**src/sv/fpr_pkg.sv**
```systemverilog
// shared types and constants for the framed packet receiver
// no dependencies; imported by every module of the block
package fpr_pkg;

  localparam int MAX_PAYLOAD = 64;
  localparam int IDX_W       = $clog2(MAX_PAYLOAD);
  localparam int LEN_W       = IDX_W + 1;
  // one bank bit selects between two payload buffers
  localparam int ADDR_W      = IDX_W + 1;
  localparam int DQ_DEPTH    = 2;
  localparam int DQ_PTR_W    = $clog2(DQ_DEPTH);
  localparam int DQ_CNT_W    = DQ_PTR_W + 1;

  localparam logic [7:0] SYNC_FIRST_RST  = 8'd165;
  localparam logic [7:0] SYNC_SECOND_RST = 8'd90;
  localparam logic [7:0] VERSION_RST     = 8'd1;
  localparam logic [6:0] LIMIT_RST       = 7'd64;

  typedef enum logic [1:0] {
    CFG_SYNC_FIRST  = 2'd0,
    CFG_SYNC_SECOND = 2'd1,
    CFG_VERSION     = 2'd2,
    CFG_LIMIT       = 2'd3
  } cfg_idx_t;

  typedef enum logic [2:0] {
    PH_SYNC0,
    PH_SYNC1,
    PH_VERSION,
    PH_TYPE,
    PH_LEN0,
    PH_LEN1,
    PH_PAYLOAD,
    PH_SUM
  } phase_t;

  typedef enum logic {
    BK_IDLE,
    BK_RUN
  } back_state_t;

  typedef struct packed {
    logic [7:0] sync_first;
    logic [7:0] sync_second;
    logic [7:0] version;
    logic [6:0] limit;
  } cfg_t;

  typedef struct packed {
    logic [7:0]       ftype;
    logic [LEN_W-1:0] len;
    logic             bank;
  } desc_t;

  typedef struct packed {
    logic              en;
    logic [ADDR_W-1:0] addr;
    logic [7:0]        data;
  } wr_t;

  typedef struct packed {
    logic busy;
    logic bank;
  } back_stat_t;

  typedef struct packed {
    logic [7:0]       ftype;
    logic [LEN_W-1:0] len;
    logic             has_data;
    logic [7:0]       data;
    logic [IDX_W-1:0] idx;
    logic             last;
  } res_t;

endpackage

```
**src/sv/fpr_front.sv**
```systemverilog
// front parser: sync hunt, header checks, running sum and payload writes
// depends on fpr_pkg; feeds fpr_desc_q and the payload buffer in fpr_back
module fpr_front (
  input  logic          clk,
  input  logic          rst_n,
  input  fpr_pkg::cfg_t cfg,
  input  logic          take,
  input  logic [7:0]    in_byte,
  output logic          desc_push,
  output fpr_pkg::desc_t desc,
  output fpr_pkg::wr_t  wr
);
  import fpr_pkg::*;

  phase_t           phase_r, phase_nxt;
  logic [7:0]       sum_r, sum_nxt;
  logic [7:0]       type_r, type_nxt;
  logic [7:0]       lo_r, lo_nxt;
  logic [LEN_W-1:0] len_r, len_nxt;
  logic [LEN_W-1:0] fill_r, fill_nxt;
  logic             bank_r, bank_nxt;
  logic [LEN_W-1:0] eff_limit;
  logic [LEN_W-1:0] fill_inc;
  logic [7:0]       sum_add;

  always_ff @(posedge clk) begin
    if (!rst_n) begin
      phase_r <= PH_SYNC0;
      sum_r   <= '0;
      type_r  <= '0;
      lo_r    <= '0;
      len_r   <= '0;
      fill_r  <= '0;
      bank_r  <= 1'b0;
    end else begin
      phase_r <= phase_nxt;
      sum_r   <= sum_nxt;
      type_r  <= type_nxt;
      lo_r    <= lo_nxt;
      len_r   <= len_nxt;
      fill_r  <= fill_nxt;
      bank_r  <= bank_nxt;
    end
  end

  always_comb begin
    eff_limit = (LEN_W'(cfg.limit) > LEN_W'(MAX_PAYLOAD)) ? LEN_W'(MAX_PAYLOAD)
                                                          : LEN_W'(cfg.limit);
    fill_inc  = fill_r + LEN_W'(1);
    sum_add   = sum_r + in_byte;

    phase_nxt = phase_r;
    sum_nxt   = sum_r;
    type_nxt  = type_r;
    lo_nxt    = lo_r;
    len_nxt   = len_r;
    fill_nxt  = fill_r;
    bank_nxt  = bank_r;
    desc_push = 1'b0;
    desc      = '{ftype: type_r, len: len_r, bank: bank_r};
    wr        = '{en: 1'b0, addr: {bank_r, fill_r[IDX_W-1:0]}, data: in_byte};

    if (take) begin
      unique case (phase_r)
        PH_SYNC0: begin
          if (in_byte == cfg.sync_first) phase_nxt = PH_SYNC1;
        end
        PH_SYNC1: begin
          // second sync wins; a repeated first sync keeps waiting
          if (in_byte == cfg.sync_second) begin
            phase_nxt = PH_VERSION;
            sum_nxt   = '0;
            fill_nxt  = '0;
          end else if (in_byte != cfg.sync_first) begin
            phase_nxt = PH_SYNC0;
          end
        end
        PH_VERSION: begin
          if (in_byte != cfg.version) begin
            phase_nxt = PH_SYNC0;
          end else begin
            sum_nxt   = sum_add;
            phase_nxt = PH_TYPE;
          end
        end
        PH_TYPE: begin
          type_nxt  = in_byte;
          sum_nxt   = sum_add;
          phase_nxt = PH_LEN0;
        end
        PH_LEN0: begin
          lo_nxt    = in_byte;
          sum_nxt   = sum_add;
          phase_nxt = PH_LEN1;
        end
        PH_LEN1: begin
          sum_nxt = sum_add;
          // high length byte nonzero is always over the limit
          if ((in_byte != 8'd0) || (lo_r > {1'b0, eff_limit})) begin
            phase_nxt = PH_SYNC0;
          end else begin
            len_nxt   = lo_r[LEN_W-1:0];
            phase_nxt = (lo_r == 8'd0) ? PH_SUM : PH_PAYLOAD;
          end
        end
        PH_PAYLOAD: begin
          wr.en    = 1'b1;
          fill_nxt = fill_inc;
          sum_nxt  = sum_add;
          if (fill_inc >= len_r) phase_nxt = PH_SUM;
        end
        PH_SUM: begin
          if (in_byte == sum_r) begin
            desc_push = 1'b1;
            bank_nxt  = ~bank_r;
          end
          phase_nxt = PH_SYNC0;
        end
        default: phase_nxt = PH_SYNC0;
      endcase
    end
  end

endmodule

```
**src/sv/fpr_desc_q.sv**
```systemverilog
// short queue of accepted packet descriptors between parser and emitter
// depends on fpr_pkg
module fpr_desc_q (
  input  logic                     clk,
  input  logic                     rst_n,
  input  logic                     push,
  input  fpr_pkg::desc_t           push_desc,
  input  logic                     pop,
  output fpr_pkg::desc_t           head,
  output logic                     not_empty,
  output logic [fpr_pkg::DQ_CNT_W-1:0] count
);
  import fpr_pkg::*;

  desc_t                ent_r [DQ_DEPTH];
  logic [DQ_PTR_W-1:0]  wp_r, wp_nxt;
  logic [DQ_PTR_W-1:0]  rp_r, rp_nxt;
  logic [DQ_CNT_W-1:0]  cnt_r, cnt_nxt;

  always_ff @(posedge clk) begin
    if (!rst_n) begin
      wp_r  <= '0;
      rp_r  <= '0;
      cnt_r <= '0;
    end else begin
      wp_r  <= wp_nxt;
      rp_r  <= rp_nxt;
      cnt_r <= cnt_nxt;
    end
  end

  always_ff @(posedge clk) begin
    if (push) ent_r[wp_r] <= push_desc;
  end

  always_comb begin
    wp_nxt  = push ? wp_r + DQ_PTR_W'(1) : wp_r;
    rp_nxt  = pop ? rp_r + DQ_PTR_W'(1) : rp_r;
    cnt_nxt = cnt_r + DQ_CNT_W'(push) - DQ_CNT_W'(pop);
  end

  assign head      = ent_r[rp_r];
  assign not_empty = (cnt_r != '0);
  assign count     = cnt_r;

endmodule

```
**src/sv/fpr_back.sv**
```systemverilog
// back end: two-bank payload buffer and the result emitter with its output queue
// depends on fpr_pkg; takes descriptors from fpr_desc_q, writes from fpr_front
module fpr_back (
  input  logic                clk,
  input  logic                rst_n,
  input  fpr_pkg::wr_t        wr,
  input  logic                desc_valid,
  input  fpr_pkg::desc_t      desc,
  output logic                desc_pop,
  output fpr_pkg::back_stat_t stat,
  output fpr_pkg::res_t       res,
  output logic                res_empty,
  input  logic                res_pop
);
  import fpr_pkg::*;

  logic [7:0]       mem_r [2*MAX_PAYLOAD];
  logic [7:0]       rd_q_r;

  back_state_t      st_r, st_nxt;
  desc_t            cur_r, cur_nxt;
  logic [LEN_W-1:0] k_r, k_nxt;
  logic             pv_r;
  res_t             pm_r, pm_nxt;
  res_t             fifo_r [2];
  logic             wp_r, rp_r;
  logic [1:0]       cnt_r, cnt_nxt;
  logic [1:0]       room;
  logic             issue, last_i, push, pop;
  res_t             push_res;

  always_ff @(posedge clk) begin
    if (wr.en) mem_r[wr.addr] <= wr.data;
    if (issue) rd_q_r <= mem_r[{cur_r.bank, k_r[IDX_W-1:0]}];
  end

  always_ff @(posedge clk) begin
    if (!rst_n) begin
      st_r  <= BK_IDLE;
      k_r   <= '0;
      pv_r  <= 1'b0;
      wp_r  <= 1'b0;
      rp_r  <= 1'b0;
      cnt_r <= '0;
      cur_r <= '0;
    end else begin
      st_r  <= st_nxt;
      k_r   <= k_nxt;
      pv_r  <= issue;
      wp_r  <= wp_r ^ push;
      rp_r  <= rp_r ^ pop;
      cnt_r <= cnt_nxt;
      cur_r <= cur_nxt;
    end
  end

  always_ff @(posedge clk) begin
    pm_r <= pm_nxt;
    if (push) fifo_r[wp_r] <= push_res;
  end

  always_comb begin
    // in-flight read counts against output room
    room     = cnt_r + {1'b0, pv_r};
    issue    = (st_r == BK_RUN) && (room < 2'd2);
    last_i   = (cur_r.len == '0) || ((k_r + LEN_W'(1)) == cur_r.len);
    desc_pop = 1'b0;
    st_nxt   = st_r;
    cur_nxt  = cur_r;
    k_nxt    = k_r;

    unique case (st_r)
      BK_IDLE: begin
        if (desc_valid) begin
          desc_pop = 1'b1;
          cur_nxt  = desc;
          k_nxt    = '0;
          st_nxt   = BK_RUN;
        end
      end
      BK_RUN: begin
        if (issue) begin
          k_nxt = k_r + LEN_W'(1);
          if (last_i) st_nxt = BK_IDLE;
        end
      end
      default: st_nxt = BK_IDLE;
    endcase

    pm_nxt          = '0;
    pm_nxt.ftype    = cur_r.ftype;
    pm_nxt.len      = cur_r.len;
    pm_nxt.has_data = (cur_r.len != '0);
    pm_nxt.idx      = k_r[IDX_W-1:0];
    pm_nxt.last     = last_i;

    push_res      = pm_r;
    push_res.data = pm_r.has_data ? rd_q_r : 8'd0;
    push          = pv_r;
    pop           = res_pop && (cnt_r != 2'd0);
    cnt_nxt       = cnt_r + {1'b0, push} - {1'b0, pop};

    stat.busy = (st_r == BK_RUN);
    stat.bank = cur_r.bank;
  end

  assign res       = fifo_r[rp_r];
  assign res_empty = (cnt_r == 2'd0);

endmodule

```
**src/sv/framed_packet_receiver_top.sv**
```systemverilog
// framed packet receiver: parser takes one byte per cycle while input is not full;
// a good packet's results follow its sum byte through the descriptor queue, buffer read
// and output queue; the emitter reads on only while the output queue has room.
// input is held full while two accepted packets own both payload banks (queued or draining).
// reset (rst_n low, synchronous) returns the parser to the sync hunt, empties both queues
// and restores register defaults; payload buffer contents are not cleared
module framed_packet_receiver_top (
  input  logic       clk,
  input  logic       rst_n,
  input  logic       cfg_we,
  input  logic [1:0] cfg_index,
  input  logic [7:0] cfg_data,
  input  logic       in_push,
  output logic       in_full,
  input  logic [7:0] in_byte,
  output logic       out_empty,
  input  logic       out_pop,
  output logic [7:0] out_frame_type,
  output logic [6:0] out_frame_length,
  output logic       out_has_data,
  output logic [7:0] out_data_byte,
  output logic [5:0] out_byte_index,
  output logic       out_last
);
  import fpr_pkg::*;

  cfg_t                cfg_r, cfg_nxt;
  logic                take;
  logic                desc_push, desc_pop, desc_valid;
  desc_t               desc_in, desc_head;
  logic [DQ_CNT_W-1:0] q_cnt;
  wr_t                 wr;
  back_stat_t          stat;
  res_t                res;
  logic [DQ_CNT_W:0]   owned;

  always_ff @(posedge clk) begin
    if (!rst_n) begin
      cfg_r <= '{sync_first: SYNC_FIRST_RST, sync_second: SYNC_SECOND_RST,
                 version: VERSION_RST, limit: LIMIT_RST};
    end else begin
      cfg_r <= cfg_nxt;
    end
  end

  always_comb begin
    cfg_nxt = cfg_r;
    if (cfg_we) begin
      unique case (cfg_idx_t'(cfg_index))
        CFG_SYNC_FIRST:  cfg_nxt.sync_first  = cfg_data;
        CFG_SYNC_SECOND: cfg_nxt.sync_second = cfg_data;
        CFG_VERSION:     cfg_nxt.version     = cfg_data;
        CFG_LIMIT:       cfg_nxt.limit       = cfg_data[6:0];
        default:         cfg_nxt = cfg_r;
      endcase
    end
  end

  // each queued or draining packet owns one payload bank
  assign owned   = {1'b0, q_cnt} + (DQ_CNT_W+1)'(stat.busy);
  assign in_full = (owned >= (DQ_CNT_W+1)'(2));
  assign take    = in_push && !in_full;

  fpr_front u_front (
    .clk       (clk),
    .rst_n     (rst_n),
    .cfg       (cfg_r),
    .take      (take),
    .in_byte   (in_byte),
    .desc_push (desc_push),
    .desc      (desc_in),
    .wr        (wr)
  );

  fpr_desc_q u_desc_q (
    .clk       (clk),
    .rst_n     (rst_n),
    .push      (desc_push),
    .push_desc (desc_in),
    .pop       (desc_pop),
    .head      (desc_head),
    .not_empty (desc_valid),
    .count     (q_cnt)
  );

  fpr_back u_back (
    .clk        (clk),
    .rst_n      (rst_n),
    .wr         (wr),
    .desc_valid (desc_valid),
    .desc       (desc_head),
    .desc_pop   (desc_pop),
    .stat       (stat),
    .res        (res),
    .res_empty  (out_empty),
    .res_pop    (out_pop)
  );

  assign out_frame_type   = res.ftype;
  assign out_frame_length = res.len;
  assign out_has_data     = res.has_data;
  assign out_data_byte    = res.data;
  assign out_byte_index   = res.idx;
  assign out_last         = res.last;

  a_no_desc_overflow : assert property (@(posedge clk) disable iff (!rst_n)
    desc_push |-> (q_cnt < DQ_CNT_W'(DQ_DEPTH)))
    else $error("descriptor queue overflow");

  a_bank_isolation : assert property (@(posedge clk) disable iff (!rst_n)
    (wr.en && stat.busy) |-> (wr.addr[ADDR_W-1] != stat.bank))
    else $error("payload write into the bank being drained");

  a_no_write_when_full : assert property (@(posedge clk) disable iff (!rst_n)
    in_full |-> !wr.en && !desc_push)
    else $error("parser acted while input full");

  a_empty_after_reset : assert property (@(posedge clk)
    !rst_n |=> out_empty)
    else $error("results pending right after reset");

endmodule

```
**config.mk**
```make
export PLATFORM = sky130hd
export DESIGN_NAME = framed_packet_receiver_top
export DESIGN_NICKNAME = d
export VERILOG_FILES = /design/src/sv/fpr_pkg.sv /design/src/sv/fpr_front.sv /design/src/sv/fpr_desc_q.sv /design/src/sv/fpr_back.sv /design/src/sv/framed_packet_receiver_top.sv
export SDC_FILE = /design/constraint.sdc
export NUM_CORES = 1
export LEC_CHECK = 0
export BUFFER_PORTS_ARGS = -buffer_cell sky130_fd_sc_hd__buf_2
export CORE_ASPECT_RATIO = 0.6
export CORE_UTILIZATION = 26
export CTS_CLUSTER_SIZE = 24
export DETAILED_ROUTE_END_ITERATION = 10
export HOLD_SLACK_MARGIN = 0.06
export SKIP_CTS_REPAIR_TIMING = 1
export SYNTH_ARGS = -nofsm -noshare
export SYNTH_HDL_FRONTEND = slang
export SYNTH_SLANG_ARGS = --single-unit
```
**constraint.sdc**
```tcl
create_clock -name clk -period 3.4 [get_ports clk]
set_input_delay 0 -clock clk [delete_from_list [all_inputs] [get_ports clk]]
set_output_delay 0 -clock clk [all_outputs]
set_load 0.03 [all_outputs]
```
# Word level (Yosys, flattened, before mapping)
# Memories as Yosys holds them, arrays and structs flattened. A register that Yosys moved wholly into a read port is not among the register bits.
# Index checks and enable logic that the tools add are counted.
[word_totals]
reg_bits = 113
ram_bits = 1118
output_inout_bits = 33
wordCells = 138
memories = 3
[mem_list]
columns = ["memory", "words", "width", "rd", "rd_ports_with_merged_regs", "write_ports", "line", "rtl"]
rows = [
  ["u_back.mem_r", 128, 8, 1, 1, 1, "fpr_back.sv:17", "logic [7:0] mem_r [2*MAX_PAYLOAD];"],
  ["u_back.fifo_r", 2, 31, 1, 1, 1, "fpr_back.sv:25", "res_t fifo_r [2];"],
  ["u_desc_q.ent_r", 2, 16, 1, 1, 1, "fpr_desc_q.sv:15", "desc_t ent_r [DQ_DEPTH];"],
]
[classes]
add_sub_neg = 10
order_cmp = 5
n_eq_ne = 23
mux = 35
n_bitwise = 5
reduce_logical = 32
[op_table]
columns = ["operator", "n"]
rows = [
  ["$mux 7", 4],
  ["$pmux 7 s2", 2],
  ["$eq 8x8->1", 3],
  ["$mux 8", 3],
  ["$pmux 3 s8", 1],
  ["$pmux 8 s3", 1],
  ["$mux 1", 17],
  ["$ne 8x8->1", 2],
  ["$reduce_and 2->1", 8],
  ["$mux 3", 5],
  ["$add 7x1->7 const B", 2],
  ["$eq 3x3->1 const B", 4],
  ["$reduce_and 3->1", 3],
  ["$add 8x8->8", 1],
  ["$gt 8x7->1", 1],
  ["$logic_not 8->1", 1],
  ["$reduce_and 4->1", 2],
  ["$reduce_bool 8->1", 1],
  ["$eq 7x7->1", 1],
  ["$ge 7x7->1", 1],
  ["$gt 7x7->1 const B", 1],
  ["$logic_not 7->1", 1],
  ["$reduce_bool 7->1", 1],
  ["$eq 3x2->1 const B", 2],
  ["24 further kinds", 42],
]

# Logic depth before layout (Yosys ltp)
# Gate-level depths: netlist of run 1.
[logic_depth]
depth_word = 7
ltp_mapped = 11
depth_no_buf = 10

# Cells and area by module
# From an unflattened synthesis of run 1, not the netlist that was laid out.
[hier_totals]
cells_unflattened = 2978
hier_area_um2 = 50300.7
[by_module_without_submodules]
columns = ["mod", "n_inst", "cells_each", "area_each_um2", "seq_area_each_um2"]
rows = [
  ["fpr_back", 1, 2419, 44649.1, 33912.5],
  ["fpr_front", 1, 363, 2934.1, 840.8],
  ["fpr_desc_q", 1, 70, 1431.4, 1061.0],
  ["framed_packet_receiver_top", 1, 126, 1286.2, 620.6],
]

# Worst setup path after synthesis of run 1
# No wires, ideal clock.
[synth_timing]
kind = "flip-flop to flip-flop"
from = "reg u_front.sum_r[3]"
to = "mem u_desc_q.ent_r[0][0] (netlist name) (enable)"
setup_ns = 0.388
t_arrival_ns = 2.500
required_time_ns = 3.012
setup_slack_ns = 0.512
stages_incl_launch_ff = 6
n_path_buf = 1
path_cell_list = "dfxtp_1 ha_1 or4_1 or4_1 clkbuf_1 nor2_1"
[synth_between]
elab_chain_cells = 6
[synth_rtl]
columns = ["element", "line", "rtl"]
rows = [
  ["from (decl)", "fpr_front.sv:16", "logic [7:0] sum_r, sum_nxt;"],
  ["from (signal assigned)", "fpr_front.sv:37", "sum_r <= sum_nxt;"],
  ["$eq 8x8->1", "fpr_front.sv:113", "if (in_byte == sum_r) begin"],
  ["$mux 1", "fpr_front.sv:113", ""],
  ["$mux 1", "fpr_front.sv:64", "unique case (phase_r)"],
  ["$mux 1", "fpr_front.sv:63", "if (take) begin"],
  ["$mux 1", "fpr_desc_q.sv:33", "if (push) ent_r[wp_r] <= push_desc;"],
  ["$mux 1 (not written as such)", "fpr_desc_q.sv:33", ""],
  ["to (decl)", "fpr_desc_q.sv:15", ""],
]
# Every way passes these cells.

# Worst setup path in the final report of run 1
[layout_timing]
from = "reg u_back.st_r"
to = "mem u_back.mem_r[0][4] (enable)"
[layout_between]
elab_chain_cells = 7
[layout_rtl]
columns = ["element", "line", "rtl"]
rows = [
  ["from (decl)", "fpr_back.sv:20", "back_state_t st_r, st_nxt;"],
  ["from (signal assigned)", "fpr_back.sv:47", "st_r <= st_nxt;"],
  ["$add 2x1->3", "framed_packet_receiver_top.sv:60", "assign owned = {1'b0, q_cnt} + (DQ_CNT_W+1)'(stat.busy);"],
  ["$ge 3x2->1", "framed_packet_receiver_top.sv:61", "assign in_full = (owned >= (DQ_CNT_W+1)'(2));"],
  ["$logic_not 1->1", "framed_packet_receiver_top.sv:62", "assign take = in_push && !in_full;"],
  ["$logic_and 1x1->1", "framed_packet_receiver_top.sv:62", ""],
  ["$mux 1", "fpr_front.sv:63", ""],
  ["$mux 1", "fpr_back.sv:33", "if (wr.en) mem_r[wr.addr] <= wr.data;"],
  ["$mux 1 (not written as such)", "fpr_back.sv:33", ""],
  ["to (decl)", "fpr_back.sv:17", ""],
]
# Every way passes these cells.

==> results.sh, run 1 <==
export IMPL_status="complete, no violations"
export IMPL_clockRootBuffer="clkbuf_16"
export IMPL_synth_ff_type="edfxtp_1"
export IMPL_skew_ns=0.05759
export IMPL_vias=26340
export IMPL_yosysSeqAreaShare_pct=74.43
export IMPL_rsz0062_at_grt="no"
export IMPL_worst_slew_pin_slew_ns=1.031
export IMPL_floorplan_rows=122
export IMPL_synth_area_leaders="edfxtp_1 (69%), mux4_2 (8.7%), dfxtp_1 (5.3%)"
export IMPL_pwr_density_cell_mw_per_mm2=524.3
export IMPL_numCtsBuffers=105
export IMPL_worst_path_buf_inv=2
export IMPL_path_class="flip-flop to flip-flop"
export IMPL_die_w_microns=562.0
export IMPL_p_int_uw=23930
export IMPL_power_frac_comb_pct=2.3
export IMPL_viasPerCell=4.764
export IMPL_hold_path_class="input port to flip-flop"
export IMPL_worst_path_stages=8
export IMPL_start_kind="flip-flop"
export IMPL_htree_levels=3
export IMPL_switching_share_pct=20.61
export IMPL_reg2regPathDepth=8
export IMPL_netlist_area_sq_mm=0.04892
export IMPL_maxSlewHeadroom_pct=31.28
export IMPL_slowest_delay_ns=0.48
export IMPL_hold_depth=4
export IMPL_critPathRequiredTime_ns=3.80
export IMPL_synth_top_cell_area_share_pct=69.11
export IMPL_fin_tns_setup_ns=0
export IMPL_seqPwrFrac_pct=55.7
export IMPL_placed_area_sq_mm=0.05359
export IMPL_die_height_microns=338.0
export IMPL_ir_drop_v=0.0003819
export IMPL_grt_overflow=0
export IMPL_maxCapViolations=0
export IMPL_grt_pass1_vias=25210
export IMPL_synth_distinct_cells=65
export IMPL_yosys_warnings=0
export IMPL_routabilityCongestion=0.8187
export IMPL_drc=0
export IMPL_min_period_over_period_pct=88.70
export IMPL_p_leak_uw=0.01808
export IMPL_n_fill_cell=18020
export IMPL_portBuffers=55
export IMPL_ios=56
export IMPL_finalHoldViolCount=0
export IMPL_pwr_share_clk_pct=42.0
export IMPL_synth_seq_cells=1256
export IMPL_worstSetupEndpointType="flip-flop"
export IMPL_stdcell_area_sq_mm=0.05750
export IMPL_min_period_ns=3.016
export IMPL_syn_area_per_cell_sq_um=18.25
export IMPL_timing_fmax_mhz=331.6
export IMPL_area_growth_pct=17.53
export IMPL_post_route_util_pct=30.98
export IMPL_coreArea_sq_mm=0.1856
export IMPL_start_util_pct=26.36
export IMPL_cp_max_fo=11
export IMPL_drt_first_pass_iters=5
export IMPL_drt_initial_drc_count=3028
export IMPL_antenna_found_initial=3
export IMPL_regArea_sq_mm=0.03642
export IMPL_yosys_area_top_type="edfxtp_1"
export IMPL_cts_sinks=1256
export IMPL_setup_viol=0
export IMPL_synth_edf_count=1126
export IMPL_grt_start_max_net_pins=123
export IMPL_post_drt_wl_per_cell_microns=23.03
export IMPL_syn_nets=2733
export IMPL_clk_pin_slew_ns=0.07
export IMPL_cts_path_max_buffers=3
export IMPL_multi_input_area_sq_mm=0.01175
export IMPL_grtUsageTotal_pct=13.13
export IMPL_crit_family="simple AND/OR/NAND/NOR gates"
export IMPL_route_antenna_remaining_nets=0
export IMPL_power_switching_uw=6214
export IMPL_path_cells="a21oi_1 > nand2_1 > or3_1 > nor2_1 > nand2_1 > buf_4 > nor2_1 > buf_4"
export IMPL_grt_pass1_wl_mm=181.4
export IMPL_clock_latency_ns=0.73
export IMPL_syn_inst=2680
export IMPL_arrival_ns=3.41
export IMPL_drive_above_1_share_pct=25.00
export IMPL_dieArea_sq_mm=0.1900
export IMPL_async_reset_ff_share_pct=0
export IMPL_hpwl_mm=82.31
export IMPL_cts_tree="yes"
export IMPL_cp_slowest_cell="or3_1"
export IMPL_slew_violations=0
export IMPL_nets=3009
export IMPL_drt_total_wl_mm=127.3
cells by family after synthesis:
kind of cell	Yosys count	synth area share (%)
flops	1256	74.43
simple gates	437	3.921
mux	416	13.69
compound gates	311	4.593
buf+inv	175	1.596
xor+xnor	55	0.9846
fa+ha+maj	30	0.7826
final timing paths:
kind	slack, ns	startpoint	endpoint
hold reg to reg	0.35	u_back.cur_r[8]	u_back.pm_r[23]
hold / removal	0.14	cfg_data[7]	cfg_r[22]
setup / recovery	0.38	u_back.st_r	u_back.mem_r[0][4]
setup reg to reg	0.38	u_back.st_r	u_back.mem_r[0][4]
final cells by class:
type                       instances  share of cell area (%)
antenna                            1                0.004352
clock buffer                     133                   5.024
clock inverter                    66                   1.227
inverter                          21                  0.1371
multi-input combinational       1249                   20.44
sequential                      1256                   63.34
tap                             2480                   5.397
timing repair buffer             323                   4.430
cells in the final DEF (no fill, tap or decap), drive strengths merged, types with 17 or more instances in the layout:
cell type / netlist / layout
ha: 29 / 29
mux2i: 128 / 128
mux4: 192 / 192
o221ai: 24 / 24
a21oi: 38 / 38
xnor2: 30 / 30
a22oi: 87 / 87
a211oi: 19 / 19
dlygate4sd3: 0 / 31
clkinv: 1 / 43
xor2: 25 / 25
o21ai: 44 / 44
nor2: 250 / 250
nor3: 17 / 17
buf: 69 / 292
mux2: 96 / 96
clkbuf: 85 / 133
edfxtp: 1126 / 1126
nand3: 28 / 28
o22ai: 24 / 24
inv: 20 / 29
dfxtp: 130 / 130
nand2: 71 / 71
power by group through the flow:
stage / Sequential [uW] / Combinational [uW] / Clock (uW)
after floorplan: 17100 / 272 / 0
after global placement: 17100 / 654 / 0
after detailed placement: 17100 / 667 / 0
after CTS: 16800 / 667 / 12900
after global routing: 16800 / 728 / 13400
final: 16800 / 685 / 12700
sequential cells by signal (all words and copies together), names as in the netlist, 2 cells and up, named ones only:
name and cells:
u_back.mem_r 1024, u_back.fifo_r 62, u_desc_q.ent_r 32, cfg_r 31
u_back.pm_r 23, u_back.cur_r 15, u_back.rd_q_r 8, u_front.lo_r 8
u_front.sum_r 8, u_front.type_r 8, u_back.k_r 7, u_front.fill_r 7
u_front.len_r 7, u_front.phase_r 3, u_back.cnt_r 2, u_desc_q.count 2
per-layer routing:
layer	up-vias	global-route usage (%)	share of wire [%]
li1	11270	-	-
met1	13740	20.35	48
met2	1179	16.77	38
met3	148	5.057	12
met4	6	2.519	1.5
met5	-	1.200	0.27
cell usage after synthesis (4+ instances only):
library cell  count
dfxtp_1         130
a221oi_2          5
nand2b_1          8
nor3_1           15
o21ai_0          43
and2_1           13
nor2_1          250
a21oi_1          38
a22oi_1          87
mux2_2           96
inv_1            19
a31oi_1           9
o211ai_1          4
a211oi_1         19
buf_4             4
nand3b_1          4
ha_1             29
buf_1            16
mux2i_1         128
or4_1             4
buf_2            43
mux4_2          189
a221oi_1         11
o221ai_1         24
edfxtp_1       1126
nand2_1          71
nand4_1           5
nor4_1            7
xnor2_1          30
clkbuf_1         84
xor2_1           25
or2_2             4
buf_6             5
a22o_1           16
o22ai_1          24
a221o_1          16
nor2b_1          13
nand3_1          28
worst min-delay path: cells and delay by family:
family | cells | cell delay, ns
buffers and inverters | 2 | 0.66
muxes | 1 | 0.07
and+or+nand+nor | 1 | 0.07
per-stage QoR:
stage,power (uW),worst slack (ns),hold slack [ns],cells
3_3_place_gp,17790,0.4055,0.2849,5298
5_1_grt,30960,0.2090,0.1430,5528
6_report,30150,0.3843,0.1414,5529
4_1_cts,30350,0.3393,-0.4703,5497
2_1_floorplan,17410,0.5120,0.09887,2680
3_5_place_dp,17800,0.3393,0.2882,5298
Note: power is estimated with default switching activity, not from simulation.
==> inputs of run 2 (changes only) <==
--- a/config.mk
+++ b/config.mk
@@ -5,6 +5,7 @@
 export SDC_FILE = /design/constraint.sdc
 export NUM_CORES = 1
 export LEC_CHECK = 0
+export ABC_AREA = 1
 export BUFFER_PORTS_ARGS = -buffer_cell sky130_fd_sc_hd__buf_2
 export CORE_ASPECT_RATIO = 0.6
 export CORE_UTILIZATION = 26
@@ -12,6 +13,7 @@
 export DETAILED_ROUTE_END_ITERATION = 10
 export HOLD_SLACK_MARGIN = 0.06
 export SKIP_CTS_REPAIR_TIMING = 1
+export SKIP_LAST_GASP = 1
 export SYNTH_ARGS = -nofsm -noshare
 export SYNTH_HDL_FRONTEND = slang
 export SYNTH_SLANG_ARGS = --single-unit
==> run 2 against run 1 <==
Total power rose by 34%; non-clock buffer count fell by 25; register-to-register slack improved by 0.14 ns; design area rose by 3.8%; setup slack improved by 0.14 ns; clock skew fell by 0.015 ns; routed wire length rose by 15%; sequential share of layout area fell by 2.3 points; core utilization fell by 0.61 points; die area rose by 5.1%; critical path depth rose by 1; clock power barely moved.
==> results.sh, run 2 <==
export IMPL_worstSetupEndpointType="flip-flop"
export IMPL_die_w_microns=576.3
export IMPL_status="complete, no violations"
export IMPL_regArea_sq_mm=0.03643
export IMPL_area_growth_pct=16.04
export IMPL_ir_drop_v=0.0005899
export IMPL_netlist_area_sq_mm=0.05145
export IMPL_drt_first_pass_iters=6
export IMPL_synth_top_cell_area_share_pct=65.72
export IMPL_hold_ws_ns=0.1315
export IMPL_grt_pass1_vias=32270
export IMPL_clock_latency_ns=0.71
export IMPL_die_height_microns=346.6
export IMPL_synth_area_leaders="edfxtp_1 (66%), nand2_1 (10%), nand3_1 (9.5%)"
export IMPL_timing_fmax_mhz=347.5
export IMPL_crit_family="simple AND/OR/NAND/NOR gates"
export IMPL_top_regs="u_back.mem_r: 1024 flops, u_back.fifo_r: 62 flops, u_desc_q.ent_r: 32 flops"
export IMPL_grt_overflow=0
export IMPL_synthAdderAreaFrac_pct=0.7442
export IMPL_multi_input_area_sq_mm=0.01331
export IMPL_synth_edf_count=1126
export IMPL_finalPower_uw=40440
export IMPL_min_period_over_period_pct=84.65
export IMPL_arrival_ns=3.22
export IMPL_numCtsBuffers=105
export IMPL_skew_ns=0.04271
export IMPL_critPathRequiredTime_ns=3.74
export IMPL_cts_tree="yes"
export IMPL_nets=4744
export IMPL_portBuffers=55
export IMPL_slew_violations=0
export IMPL_drive_above_1_share_pct=10.37
export IMPL_syn_area_per_cell_sq_um=11.31
export IMPL_synth_distinct_cells=43
export IMPL_cp_slowest_cell="dfxtp_1"
export IMPL_grt_start_max_net_pins=142
export IMPL_drt_initial_drc_count=5125
export IMPL_grt_pass1_wl_mm=214.8
export IMPL_synthMuxAreaShare_pct=0.6785
export IMPL_slowest_delay_ns=0.49
export IMPL_worst_path_buf_inv=4
export IMPL_hold_path_class="input port to flip-flop"
export IMPL_post_place_cells=7174
export IMPL_pwr_density_cell_mw_per_mm2=677.5
export IMPL_yosys_area_top_type="edfxtp_1"
export IMPL_cp_max_fo=13
export IMPL_final_cell_mix="nand2_1 (1,404), edfxtp_1 (1,126), nand3_1 (972)"
export IMPL_routabilityCongestion=0.8959
export IMPL_worst_slew_pin_slew_ns=1.026
export IMPL_cts_sinks=1256
export IMPL_vias=35260
export IMPL_dieArea_sq_mm=0.1997
export IMPL_syn_nets=4603
export IMPL_instances_no_fill=7412
export IMPL_setup_viol=0
export IMPL_mostFrequentLayoutCell="nand2_1"
export IMPL_synth_top_family_by_area="simple AND/OR/NAND/NOR gates"
export IMPL_maxCapViolations=0
export IMPL_yosysMostFrequentCell="nand2_1"
export IMPL_hpwl_mm=91.72
export IMPL_drt_total_wl_mm=146.3
export IMPL_largest_register_ffs=1024
export IMPL_synth_compound_area_share_pct=1.678
export IMPL_top_register="u_back.mem_r"
export IMPL_clockRootBuffer="clkbuf_16"
export IMPL_path_class="flip-flop to flip-flop"
export IMPL_coreArea_sq_mm=0.1966
export IMPL_stdcell_area_sq_mm=0.05970
export IMPL_finalHoldViolCount=0
export IMPL_min_period_ns=2.878
export IMPL_synthTopCellsByCount="nand2_1 (1,404), edfxtp_1 (1,126), nand3_1 (972), nor2_1 (227), buf_2 (148)"
export IMPL_antenna_found_initial=6
export IMPL_fin_tns_setup_ns=0
export IMPL_drc=0
export IMPL_yosys_warnings=0
export IMPL_grtUsageTotal_pct=14.26
export IMPL_p_leak_uw=0.02112
export IMPL_synth_ff_type="edfxtp_1"
export IMPL_placed_area_sq_mm=0.05569
export IMPL_ios=56
export IMPL_synth_xor_area_share_pct=0.5788
export IMPL_htree_levels=3
export IMPL_path_cells="inv_2 > nor2_1 > inv_1 > nor2_4 > inv_2 > nor2_8 > nand3_4 > buf_4 > nor2_1"
export IMPL_rsz0062_at_grt="no"
export IMPL_viasPerCell=4.757
export IMPL_synth_simple_area_share_pct=22.18
export IMPL_start_util_pct=26.17
export IMPL_syn_inst=4550
export IMPL_route_antenna_remaining_nets=0
export IMPL_yosysSeqAreaShare_pct=70.78
export IMPL_synth_seq_cells=1256
export IMPL_n_fill_cell=19710
export IMPL_post_drt_wl_per_cell_microns=19.74
export IMPL_clk_pin_slew_ns=0.07
export IMPL_start_kind="flip-flop"
export IMPL_async_reset_ff_share_pct=0
export IMPL_floorplan_rows=126
export IMPL_maxSlewHeadroom_pct=31.57
export IMPL_cts_path_max_buffers=3
==> run 2: worst paths after layout <==
check | startpoint | to | slack [ns] | depth (start not counted)
max | u_front.phase_r[2] | u_back.mem_r[74][0] | 0.52 | 9
min | cfg_data[1] | cfg_r[16] | 0.13 | 4
max reg2reg | u_front.phase_r[2] | u_back.mem_r[74][0] | 0.52 | 9
min reg2reg | u_back.cur_r[11] | u_back.pm_r[26] | 0.35 | 0
==> run 2: layer usage <==
| layer | vias to the layer above | wire (microns) | share of wire (%) | GRT usage (%) |
|---|---|---|---|---|
| met4 | 0 | 2050 | 1.4 | 2.554 |
| met1 | 17120 | 69220 | 47 | 22.82 |
| met3 | 161 | 18230 | 12 | 4.107 |
| met5 | - | 0 | 0 | 0 |
| li1 | 16160 | - | - | - |
| met2 | 1813 | 56840 | 39 | 18.57 |
==> run 2: where the power goes <==
group	switching, uW	internal (uW)	leakage, uW
Combinational	7010	2670	0.00811
Clock	5900	7070	0.00179
Sequential	415	17400	0.0112
Total	13300	27100	0.0211
==> run 2: logic make-up after synthesis <==
group	Yosys count
xor+xnor	34
buf+inv	381
flops	1256
compound gates	163
simple gates	2655
mux	31
fa+ha+maj	30
==> run 2: worst min-delay path, cell delays in order <==
cell	delay, ns
dlygate4sd3_1	0.51
buf_2	0.17
nand2_1	0.07
nand3_1	0.07
==> run 2: cell type report <==
cell class	count	share of cell area, %
sequential	1256	61.02
antenna	4	0.01677
clock buffer	128	4.737
inverter	117	0.7650
clock inverter	72	1.392
timing repair buffer	298	4.282
multi-input combinational	2913	22.29
tap	2624	5.500
==> run 2: metrics by stage <==
step | setup slack [ns] | utilization [%]
finish | 0.5220 | 30.37
global route | 0.3372 | 30.36
CTS | 0.5582 | 30.19
detailed placement | 0.5823 | 28.33
global placement | 0.6259 | 28.33
floorplan | 1.140 | -
